===== config.mk =====
export PLATFORM = sky130hd
export DESIGN_NAME = three_axis_shift_lowpass
export DESIGN_NICKNAME = d
export VERILOG_FILES = /design/src/hdl/tsl_pkg.sv /design/src/hdl/three_axis_shift_lowpass.sv /design/src/hdl/tsl_regs.sv /design/src/hdl/tsl_core.sv
export SDC_FILE = /design/constraint.sdc
export NUM_CORES = 1
export LEC_CHECK = 0
export BUFFER_PORTS_ARGS = -buffer_cell sky130_fd_sc_hd__buf_2
export CORE_ASPECT_RATIO = 1.1
export CORE_UTILIZATION = 60
export DETAILED_ROUTE_END_ITERATION = 12
export GPL_TIMING_DRIVEN = 0
export PLACE_DENSITY_LB_ADDON = 0.3
export REMOVE_ABC_BUFFERS = 1
export SLEW_MARGIN = 20
export SYNTH_ARGS = -nofsm -noshare
export SYNTH_HDL_FRONTEND = slang
export SYNTH_SLANG_ARGS = --single-unit

===== constraint.sdc =====
create_clock -name clk -period 10.7 [get_ports clk]
set_clock_uncertainty 0.05 [all_clocks]
set_input_delay 1.07 -clock clk [delete_from_list [all_inputs] [get_ports clk]]
set_output_delay 1.07 -clock clk [all_outputs]
set_load 0.01 [all_outputs]

===== src/hdl/tsl_pkg.sv =====
// Shared types and constants for the three-axis shift low-pass filter.
package tsl_pkg;

  localparam int SAMPLE_W      = 16;
  localparam int SHIFT_W       = 4;
  localparam int FRAC_BITS_DEF = 8;
  localparam int NUM_AXES      = 3;
  localparam int NUM_CH        = 2;
  localparam int CFG_DATA_W    = 32;
  localparam int CFG_ADDR_W    = 3;

  localparam logic [SHIFT_W-1:0] SHIFT_RESET = 4'd3;

  // register index, taken from paddr[2]
  localparam logic REG_GYRO_SHIFT = 1'b0;
  localparam logic REG_MAG_SHIFT  = 1'b1;

  localparam logic OP_FILTER = 1'b0;
  localparam logic OP_CLEAR  = 1'b1;

  localparam logic CH_GYRO = 1'b0;
  localparam logic CH_MAG  = 1'b1;

  localparam logic STATUS_OK       = 1'b0;
  localparam logic STATUS_REJECTED = 1'b1;

  typedef struct packed {
    logic                       operation;
    logic                       channel;
    logic signed [SAMPLE_W-1:0] sample_x;
    logic signed [SAMPLE_W-1:0] sample_y;
    logic signed [SAMPLE_W-1:0] sample_z;
  } in_req_t;

  typedef struct packed {
    logic                       status;
    logic signed [SAMPLE_W-1:0] filtered_x;
    logic signed [SAMPLE_W-1:0] filtered_y;
    logic signed [SAMPLE_W-1:0] filtered_z;
  } out_res_t;

  typedef struct packed {
    logic [SHIFT_W-1:0] gyro;
    logic [SHIFT_W-1:0] mag;
  } shift_cfg_t;

endpackage


===== src/hdl/three_axis_shift_lowpass.sv =====
// Top level of the three-axis shift low-pass filter: request/result pipeline.
//
// Use:
//   Requests enter on in_valid/in_data and are taken at an edge with in_valid
//   high and in_stall low. A request either filters one three-axis sample on
//   the gyro or magnetometer channel, or clears that channel's state.
//   Every request yields exactly one result on out_valid/out_data, in order.
//   The accepting edge loads the input register; the result register loads
//   once empty or being taken, raising out_valid. Throughput: one request
//   per cycle while out_stall is low; the accumulator update for all three
//   axes is one subtract, one shift and one add between the input register
//   and the result register, so same-channel requests may follow directly.
//   Stall: a waiting result holds in the result register; one more request
//   is still taken into the input register, after which in_stall rises until
//   the receiver takes the result.
//   Reset (rst_n low, synchronous): both channels unprimed, both shifts 3,
//   pipeline empty. Shifts are written over the cfg_ APB port, gyro at byte
//   address 0, magnetometer at 4, only while idle: a user rule, not enforced.
module three_axis_shift_lowpass
  import tsl_pkg::*;
#(
  parameter int FRAC_BITS = FRAC_BITS_DEF
)(
  input  logic                  clk,
  input  logic                  rst_n,
  // request channel
  input  logic                  in_valid,
  output logic                  in_stall,
  input  in_req_t               in_data,
  // result channel
  output logic                  out_valid,
  input  logic                  out_stall,
  output out_res_t              out_data,
  // configuration
  input  logic                  cfg_psel,
  input  logic                  cfg_penable,
  input  logic                  cfg_pwrite,
  input  logic [CFG_ADDR_W-1:0] cfg_paddr,
  input  logic [CFG_DATA_W-1:0] cfg_pwdata,
  output logic [CFG_DATA_W-1:0] cfg_prdata,
  output logic                  cfg_pready
);

  shift_cfg_t shifts;

  logic       s1_valid_r, s1_valid_nxt;
  in_req_t    s1_req_r;
  logic       out_valid_r, out_valid_nxt;
  out_res_t   out_data_r;
  out_res_t   core_res;
  logic       advance;
  logic       in_take;

  tsl_regs u_regs (
    .clk        (clk),
    .rst_n      (rst_n),
    .cfg_psel   (cfg_psel),
    .cfg_penable(cfg_penable),
    .cfg_pwrite (cfg_pwrite),
    .cfg_paddr  (cfg_paddr),
    .cfg_pwdata (cfg_pwdata),
    .cfg_prdata (cfg_prdata),
    .cfg_pready (cfg_pready),
    .shifts     (shifts)
  );

  // request moves from the input register into the result register
  assign advance  = s1_valid_r & (~out_valid_r | ~out_stall);
  assign in_stall = s1_valid_r & ~advance;
  assign in_take  = in_valid & ~in_stall;

  tsl_core #(
    .FRAC_BITS(FRAC_BITS)
  ) u_core (
    .clk   (clk),
    .rst_n (rst_n),
    .fire  (advance),
    .req   (s1_req_r),
    .shifts(shifts),
    .res   (core_res)
  );

  always_comb begin
    s1_valid_nxt = s1_valid_r;
    if (in_take) begin
      s1_valid_nxt = 1'b1;
    end else if (advance) begin
      s1_valid_nxt = 1'b0;
    end
    out_valid_nxt = out_valid_r;
    if (advance) begin
      out_valid_nxt = 1'b1;
    end else if (!out_stall) begin
      out_valid_nxt = 1'b0;
    end
  end

  always_ff @(posedge clk) begin
    if (!rst_n) begin
      s1_valid_r  <= 1'b0;
      out_valid_r <= 1'b0;
    end else begin
      s1_valid_r  <= s1_valid_nxt;
      out_valid_r <= out_valid_nxt;
    end
  end

  always_ff @(posedge clk) begin
    if (in_take) begin
      s1_req_r <= in_data;
    end
    if (advance) begin
      out_data_r <= core_res;
    end
  end

  assign out_valid = out_valid_r;
  assign out_data  = out_data_r;

endmodule


===== src/hdl/tsl_regs.sv =====
// APB-style configuration registers holding the per-channel smoothing shifts.
module tsl_regs
  import tsl_pkg::*;
(
  input  logic                  clk,
  input  logic                  rst_n,
  input  logic                  cfg_psel,
  input  logic                  cfg_penable,
  input  logic                  cfg_pwrite,
  input  logic [CFG_ADDR_W-1:0] cfg_paddr,
  input  logic [CFG_DATA_W-1:0] cfg_pwdata,
  output logic [CFG_DATA_W-1:0] cfg_prdata,
  output logic                  cfg_pready,
  output shift_cfg_t            shifts
);

  logic [SHIFT_W-1:0] gyro_shift_r, gyro_shift_nxt;
  logic [SHIFT_W-1:0] mag_shift_r, mag_shift_nxt;
  logic               wr_en;
  logic               reg_idx;

  assign cfg_pready = 1'b1;
  assign wr_en      = cfg_psel & cfg_penable & cfg_pwrite & cfg_pready;
  assign reg_idx    = cfg_paddr[2];

  always_comb begin
    gyro_shift_nxt = gyro_shift_r;
    mag_shift_nxt  = mag_shift_r;
    if (wr_en) begin
      case (reg_idx)
        REG_GYRO_SHIFT: gyro_shift_nxt = cfg_pwdata[SHIFT_W-1:0];
        REG_MAG_SHIFT:  mag_shift_nxt  = cfg_pwdata[SHIFT_W-1:0];
        default: ;
      endcase
    end
  end

  always_ff @(posedge clk) begin
    if (!rst_n) begin
      gyro_shift_r <= SHIFT_RESET;
      mag_shift_r  <= SHIFT_RESET;
    end else begin
      gyro_shift_r <= gyro_shift_nxt;
      mag_shift_r  <= mag_shift_nxt;
    end
  end

  always_comb begin
    case (reg_idx)
      REG_GYRO_SHIFT: cfg_prdata = {{(CFG_DATA_W-SHIFT_W){1'b0}}, gyro_shift_r};
      REG_MAG_SHIFT:  cfg_prdata = {{(CFG_DATA_W-SHIFT_W){1'b0}}, mag_shift_r};
      default:        cfg_prdata = '0;
    endcase
  end

  assign shifts.gyro = gyro_shift_r;
  assign shifts.mag  = mag_shift_r;

endmodule


===== src/hdl/tsl_core.sv =====
// Per-channel accumulators, primed flags and the single-pass filter datapath.
module tsl_core
  import tsl_pkg::*;
#(
  parameter int FRAC_BITS = FRAC_BITS_DEF
)(
  input  logic       clk,
  input  logic       rst_n,
  input  logic       fire,
  input  in_req_t    req,
  input  shift_cfg_t shifts,
  output out_res_t   res
);

  localparam int ACC_W = SAMPLE_W + FRAC_BITS + 1;

  logic signed [ACC_W-1:0]    acc_r [NUM_CH][NUM_AXES];
  logic [NUM_CH-1:0]          primed_r;

  logic signed [SAMPLE_W-1:0] smp     [NUM_AXES];
  logic signed [ACC_W-1:0]    scaled  [NUM_AXES];
  logic signed [ACC_W-1:0]    acc_new [NUM_AXES];
  logic signed [SAMPLE_W-1:0] filt    [NUM_AXES];
  logic [SHIFT_W-1:0]         shift;
  logic                       all_zero;
  logic                       all_ones;
  logic                       rejected;
  logic                       is_clear;
  logic                       primed;

  assign smp[0] = req.sample_x;
  assign smp[1] = req.sample_y;
  assign smp[2] = req.sample_z;

  assign shift = (req.channel == CH_MAG) ? shifts.mag : shifts.gyro;

  genvar a;
  generate
    for (a = 0; a < NUM_AXES; a++) begin : g_axis
      logic signed [ACC_W-1:0] acc_cur;
      logic signed [ACC_W:0]   diff;
      logic signed [ACC_W:0]   step;
      logic signed [ACC_W-1:0] acc_q;

      assign acc_cur    = acc_r[req.channel][a];
      assign scaled[a]  = ACC_W'(smp[a]) <<< FRAC_BITS;
      assign diff       = (ACC_W+1)'(scaled[a]) - (ACC_W+1)'(acc_cur);
      assign step       = diff >>> shift;
      assign acc_new[a] = acc_cur + step[ACC_W-1:0];
      assign acc_q      = acc_new[a] >>> FRAC_BITS;
      assign filt[a]    = acc_q[SAMPLE_W-1:0];
    end
  endgenerate

  assign all_zero = (smp[0] == '0) && (smp[1] == '0) && (smp[2] == '0);
  assign all_ones = (smp[0] == '1) && (smp[1] == '1) && (smp[2] == '1);
  assign rejected = all_zero | all_ones;
  assign is_clear = (req.operation == OP_CLEAR);
  assign primed   = primed_r[req.channel];

  always_comb begin
    res = '0;
    if (is_clear) begin
      res.status = STATUS_OK;
    end else if (rejected) begin
      res.status = STATUS_REJECTED;
    end else if (!primed) begin
      res.filtered_x = smp[0];
      res.filtered_y = smp[1];
      res.filtered_z = smp[2];
    end else begin
      res.filtered_x = filt[0];
      res.filtered_y = filt[1];
      res.filtered_z = filt[2];
    end
  end

  always_ff @(posedge clk) begin
    if (!rst_n) begin
      primed_r <= '0;
    end else if (fire) begin
      if (is_clear) begin
        primed_r[req.channel] <= 1'b0;
      end else if (!rejected) begin
        primed_r[req.channel] <= 1'b1;
      end
    end
  end

  // accumulators are only read once primed, so they need no reset
  always_ff @(posedge clk) begin
    if (fire) begin
      for (int i = 0; i < NUM_AXES; i++) begin
        if (is_clear) begin
          acc_r[req.channel][i] <= '0;
        end else if (!rejected) begin
          acc_r[req.channel][i] <= primed ? acc_new[i] : scaled[i];
        end
      end
    end
  end

endmodule


==> run metrics, run 1 <==
status finished, final reports clean; most common cell in the netlist edfxtp_1; Max IR drop VDD 0.195 mV; Commonest cells post-synth 249 x edfxtp_1, 232 x nor2_1, 207 x a21oi_1; num ports 176; grt ovf 0; cell area after synthesis 21300 um^2; area grow syn2layout 10.0%; # setup viols final 0; CTS tree yes; worst hold start s1_valid_r$_SDFFE_PN0P_; Post-CTS Setup Inserts 0; fraction of layout cells with a size suffix above 1 0.110; Final min period 7.76 ns; Seq/Total Area, Yosys 0.363; number of standard cells after synthesis 2364; Row Count 72; Reg power frac 0.336; final net count 2650; Cell variety after synth 87; TNS Setup 0 ns; ys flop type edfxtp_1; CTS buffer count 28; f_max 129 MHz; Power per Cell Area 152 nW/um^2; input/output buffers 116; n_diodes 0; Core Region 35100 um^2; combinational power share 0.395; CTS sink count 262; Max Root-Sink Buffers 3; drt initial violations 1576; CTS H-tree depth 1; Total GRT Usage 0.333; Clock power frac 0.269; clock latency on the worst-skew pair 0.59 ns; class of the worst hold path flip-flop to flip-flop; final WL 61100 um; critical path type flip-flop to flip-flop; largest net degree at the start of global routing 71; pre-CTS setup slack 3.26 ns; fin area 23500 um^2; number of synthesized flops with an enable pin 249; post-route ant nets 0; Worst Max-Slew Pin Slew 1.19 ns; max-slew violations 0; fraction of registers with async set/reset 0; post_cts resized 0; NetSw 1.30 mW; crit end category flip-flop; Int Pwr 2.27 mW; Switching Share 0.364; CP arrival 7.99 ns; period utilization 0.725; Leakage 9.76 nW; clock root cell clkbuf_16; Chip Height 200 um; Die W 182 um; final hold violations 0; unrepaired setup endpoints after global routing false; #FFs+latches synth 262; Reg clk slew, reported paths 0.06 ns; Die Area 36300 um^2; Avg WL per Cell 21.1 um; Vias 18800; initial antenna violation count 1; CP Max Fanout 36; 1st-pass router iterations 6; DP Area 22600 um^2; leading area contributor after synthesis edfxtp_1; max cap viols 0; mean cell area of the mapped netlist 9.03 um^2; final total power 3.57 mW; top post-synthesis cells by area edfxtp_1 35%, ha_1 7.6%, mux2i_1 7.0%, a21oi_1 4.9%, nor2_1 4.1%; vias per cell 6.52; Required @ worst endpoint 10.93 ns; # hold bufs at CTS 0; setup ws final 2.94 ns; drt drc 0; Util after Layout 0.668; first-pass GRT wire length 95200 um; gpl congestion 0.940; Starting Density 0.607; top cell type's share of synthesized area 0.350; Syn. warnings 0; vias in the first global route 17700; detailed placement HPWL 45800 um; Startpoint Class flip-flop; Worst slew margin 0.205
-- critical path: stages, from the launching register on --
cell	delay (ns)
dfxtp_4	0.63
buf_12	0.28
mux2i_1	0.39
ha_1	0.28
nor4b_1	0.38
nor2_1	0.24
o31ai_1	0.49
o211ai_1	0.25
o21ai_0	0.45
mux2_2	0.43
nor2_1	0.20
o32ai_1	0.12
a211oi_1	0.49
mux2i_1	0.22
ha_1	0.30
a21o_1	0.20
a21oi_1	0.15
nor2b_1	0.07
a311oi_1	0.62
a21oi_1	0.19
o21a_1	0.21
o21ai_0	0.23
a2111oi_0	0.14
nor3_1	0.29
nor2_1	0.08
-- layout by cell type (no fill, tap or decap), types with 32 or more instances in the layout --
| master | count |
|---|---|
| nor2_1 | 232 |
| nand2_1 | 193 |
| and2_1 | 32 |
| ha_1 | 130 |
| xnor2_1 | 69 |
| a21oi_1 | 207 |
| nand3_1 | 37 |
| buf_2 | 116 |
| a21o_1 | 58 |
| a211oi_1 | 66 |
| edfxtp_1 | 249 |
| nor3_1 | 66 |
| inv_1 | 109 |
| o21ai_0 | 120 |
| xor2_1 | 42 |
| mux2i_1 | 145 |
-- metal layers --
| layer | vias to the layer above | GRT usage | wire (um) |
|---|---|---|---|
| met5 | - | 0 | 0 |
| met4 | 0 | 0.146 | 2350 |
| met3 | 151 | 0.0497 | 4630 |
| met2 | 829 | 0.560 | 28500 |
| met1 | 8936 | 0.430 | 25600 |
| li1 | 8925 | - | - |
-- flip-flops by register name, summed over array words and instances, names as in the netlist, named ones only --
signal	count
u_core.acc_r	150
s1_req_r	50
u_regs.gyro_shift_r	4
s1_valid_r	1
u_regs.mag_shift_r	4
out_data	49
out_valid	1
-- kinds of logic after synthesis --
family,Yosys count,synth area share
flops,262,0.363
fa+ha+maj,133,0.0790
mux,182,0.0895
simple gates,744,0.167
buf+inv,252,0.0507
other cells,2,0.000352
xor+xnor,111,0.0456
compound gates,678,0.205
-- layout make-up --
cell class                 instances  area [um^2]
fill                            2788        11700
timing repair buffer             145         1140
tap                              444          556
multi-input combinational       1877        12700
clock inverter                    15          146
inverter                         111          422
clock buffer                      36          752
sequential                       262         7740
-- per-stage QoR --
| step | instances | hold slack, ns |
|---|---|---|
| 3_5_place_dp | 2839 | 0.454 |
| 6_report | 2890 | 0.486 |
| 3_3_place_gp | 2810 | 0.431 |
| 5_1_grt | 2890 | 0.491 |
| 2_1_floorplan | 2250 | 0.422 |
| 4_1_cts | 2890 | 0.481 |
-- power groups by stage --
stage | logic [mW] | registers (mW) | clock network, mW
after floorplan | 1.03 | 1.22 | 0
after global placement | 1.33 | 1.23 | 0
after detailed placement | 1.37 | 1.22 | 0
after CTS | 1.38 | 1.20 | 0.968
after global routing | 1.54 | 1.20 | 1.00
final | 1.41 | 1.20 | 0.959
-- worst paths after layout --
path,slack [ns],to,depth (start not counted)
max,2.94,out_data[26]$_SDFFCE_PP0P_,24
min,0.49,out_valid$_SDFFE_PN0P_,2
max reg2reg,2.94,out_data[26]$_SDFFCE_PP0P_,24
min reg2reg,0.49,out_valid$_SDFFE_PN0P_,2
No activity file was read; power rests on OpenSTA's default activity.
==> inputs of run 2 (changes only) <==
==> constraint.sdc (replaced) <==
create_clock -name clk -period 7.6 [get_ports clk]
set_clock_uncertainty 0.05 [all_clocks]
set_input_delay 0.76 -clock clk [delete_from_list [all_inputs] [get_ports clk]]
set_output_delay 0.76 -clock clk [all_outputs]
set_load 0.01 [all_outputs]
==> run 2 against run 1 <==
Count of clock-buffer cells in the layout is the same. Clock power increased by 41%. Via count decreased by 0.22%. Die area unchanged. Flip-flop and latch count did not move. Sequential power rose by 41%. Worst hold slack got worse by 0.20 ns. Total power up 41%. Setup slack worse by 2.5 ns. Combinational power increased by 42%. Fmax up 7.7%. Wire length increased by 0.34%.
==> run metrics, run 2 (same netlist as run 1, synthesis figures left out) <==
Clock power frac 0.268 (was 0.269); worst hold start in_data[1] (was s1_valid_r$_SDFFE_PN0P_); grt ovf 0 (unchanged); max-slew violations 0 (unchanged); Chip Height 200 um (unchanged); Starting Density 0.607 (unchanged); number of flip-flops in the largest register 150 (unchanged); final net count 2650 (unchanged); max cap viols 0 (unchanged); Hold Slack 0.291 ns (was 0.486 ns); CTS buffer count 28 (unchanged); largest net degree at the start of global routing 71 (unchanged); most frequent cells in the layout 249 x edfxtp_1, 232 x nor2_1, 206 x a21oi_1 (was 249 x edfxtp_1, 232 x nor2_1, 207 x a21oi_1); Row Count 72 (unchanged); n_diodes 0 (unchanged); area grow syn2layout 10.3% (was 10.0%); Reg power frac 0.335 (was 0.336); Worst Hold Path Cells 1 (was 2); Max Root-Sink Buffers 3 (unchanged); Worst Max-Slew Pin Slew 1.20 ns (was 1.19 ns); commonest non-fill, non-tap cell in the layout edfxtp_1 (unchanged); gpl congestion 0.940 (unchanged); status finished, final reports clean (unchanged); Die W 182 um (unchanged); vias in the first global route 17700 (unchanged); Avg WL per Cell 21.2 um (was 21.1 um); clock root cell clkbuf_16 (unchanged); Total GRT Usage 0.333 (unchanged); CTS sink count 262 (unchanged); Hold EP s1_req_r[1]$_DFFE_PP_ (was out_valid$_SDFFE_PN0P_); fraction of layout cells with a size suffix above 1 0.113 (was 0.110); critical path type flip-flop to flip-flop (unchanged); R2R cell count 24 (unchanged); first-pass GRT wire length 95200 um (unchanged); Die Area 36300 um^2 (unchanged); drt drc 0 (unchanged); num ports 176 (unchanged); drt initial violations 1639 (was 1576); Int Pwr 3.20 mW (was 2.27 mW); Filler Cells Inserted 2776 (was 2788); vias per cell 6.50 (was 6.52); register area 7740 um^2 (unchanged); Power per Cell Area 214 nW/um^2 (was 152 nW/um^2); class of the worst hold path input port to flip-flop (was flip-flop to flip-flop); detailed placement HPWL 45800 um (unchanged); CTS tree yes (unchanged); clock latency on the worst-skew pair 0.59 ns (about the same); Reg clk slew, reported paths 0.07 ns (was 0.06 ns); input/output buffers 116 (unchanged); final WL 61300 um (was 61100 um); f_max 139 MHz (was 129 MHz); initial antenna violation count 1 (unchanged); Largest Register u_core.acc_r (unchanged); Core Region 35100 um^2 (unchanged); post-route ant nets 0 (unchanged); Worst slew margin 0.201 (was 0.205); Switching Share 0.365 (was 0.364); Max IR drop VDD 0.274 mV (was 0.195 mV); # setup viols final 0 (unchanged); NetSw 1.84 mW (was 1.30 mW); combinational power share 0.397 (was 0.395); Required @ worst endpoint 7.84 ns (was 10.93 ns); worst r2r dst u_core.acc_r[0][24]$_DFFE_PP_ (was out_data[26]$_SDFFCE_PP0P_); CP arrival 7.44 ns (was 7.99 ns); crit end category flip-flop (unchanged); Multi-input gate area 12800 um^2 (was 12700 um^2); CTS H-tree depth 1 (unchanged); 1st-pass router iterations 6 (unchanged); unrepaired setup endpoints after global routing false (unchanged); Worst R2R Setup Slack 0.40 ns (was 2.94 ns); CP Max Fanout 36 (unchanged); Post-CTS Setup Inserts 0 (unchanged); Final min period 7.20 ns (was 7.76 ns); final total power 5.04 mW (was 3.57 mW); Vias 18800 (about the same); Startpoint Class flip-flop (unchanged); period utilization 0.947 (was 0.725); final hold violations 0 (unchanged); Leakage 9.77 nW (was 9.76 nW)
==> run 2: cell counts in the layout (fill, tap and decap cells not counted) <==
Identical to the previous run, type by type.
==> run 2: how the worst max path moves through the flow <==
stage	depth (start not counted)	slack [ns]	from	to
after detailed placement	24	0.16	flip-flop	u_core.acc_r[0][43]$_DFFE_PP_
after CTS	24	0.09	flip-flop	u_core.acc_r[0][43]$_DFFE_PP_
after floorplan	23	-1.10	flip-flop	out_data[46]$_SDFFCE_PP0P_
final	24	0.40	flip-flop	u_core.acc_r[0][24]$_DFFE_PP_
after global placement	6	-4.08	out_stall	flip-flop
after global routing	26	0.01	flip-flop	u_core.acc_r[0][43]$_DFFE_PP_
==> run 2: metrics by stage <==
step           utilization  TNS, ns  worst slack (ns)  instance area (um^2)  std cells
6_report             0.670        0             0.400                 23500       2890
4_1_cts              0.668        0            0.0873                 23500       2890
3_5_place_dp         0.643        0             0.155                 22600       2839
3_3_place_gp         0.624  -873.03             -4.08                 21900       2810
2_1_floorplan            -   -84.29             -1.10                 20800       2250
5_1_grt              0.670        0            0.0110                 23500       2890
==> run 2: worst max-delay path, cell delays in order, from the launching register on <==
cell and delay, ns:
dfxtp_4 0.63, buf_12 0.28, mux2i_1 0.46, ha_1 0.38
a21o_1 0.23, a31oi_1 0.14, o21ai_1 0.16, a31oi_2 0.39
o21bai_1 0.12, xor2_1 0.29, mux2i_1 0.12, mux2i_1 0.43
o22ai_1 0.18, a221oi_2 0.41, ha_1 0.40, a21o_1 0.21
a21o_1 0.17, a21o_1 0.20, a31o_2 0.27, o31ai_1 0.41
o221ai_1 0.25, nor4_1 0.24, nor3_1 0.12, xnor2_1 0.19
o22ai_1 0.12
==> run 2: power groups by stage <==
stage          Combinational [mW]  Clock [mW]  Sequential [mW]
2_1_floorplan                1.45           0             1.72
3_3_place_gp                 1.87           0             1.74
3_5_place_dp                 1.93           0             1.72
4_1_cts                      1.95        1.36             1.69
5_1_grt                      2.18        1.41             1.69
6_report                     2.00        1.35             1.69
==> run 2: layer usage <==
metal	global-route usage	share of wire	up-vias
li1	-	-	8927
met1	0.430	0.42	8917
met2	0.560	0.46	803
met3	0.0497	0.078	152
met4	0.146	0.039	0
met5	0	0	-
==> run 2: what timing repair did <==
action / 4_1_cts / 5_1_grt
gates resized for setup: 0 / 11
hold buffers: 0 / 0
endpoints found under the setup margin: 0 / 35
==> run 2: final cells by class <==
type,instances,share of cell area
Clock buffer,36,0.0320
Sequential cell,262,0.329
Clock inverter,15,0.00622
Multi-Input combinational cell,1877,0.543
Inverter,111,0.0179
Timing Repair Buffer,145,0.0483
Tap cell,444,0.0236
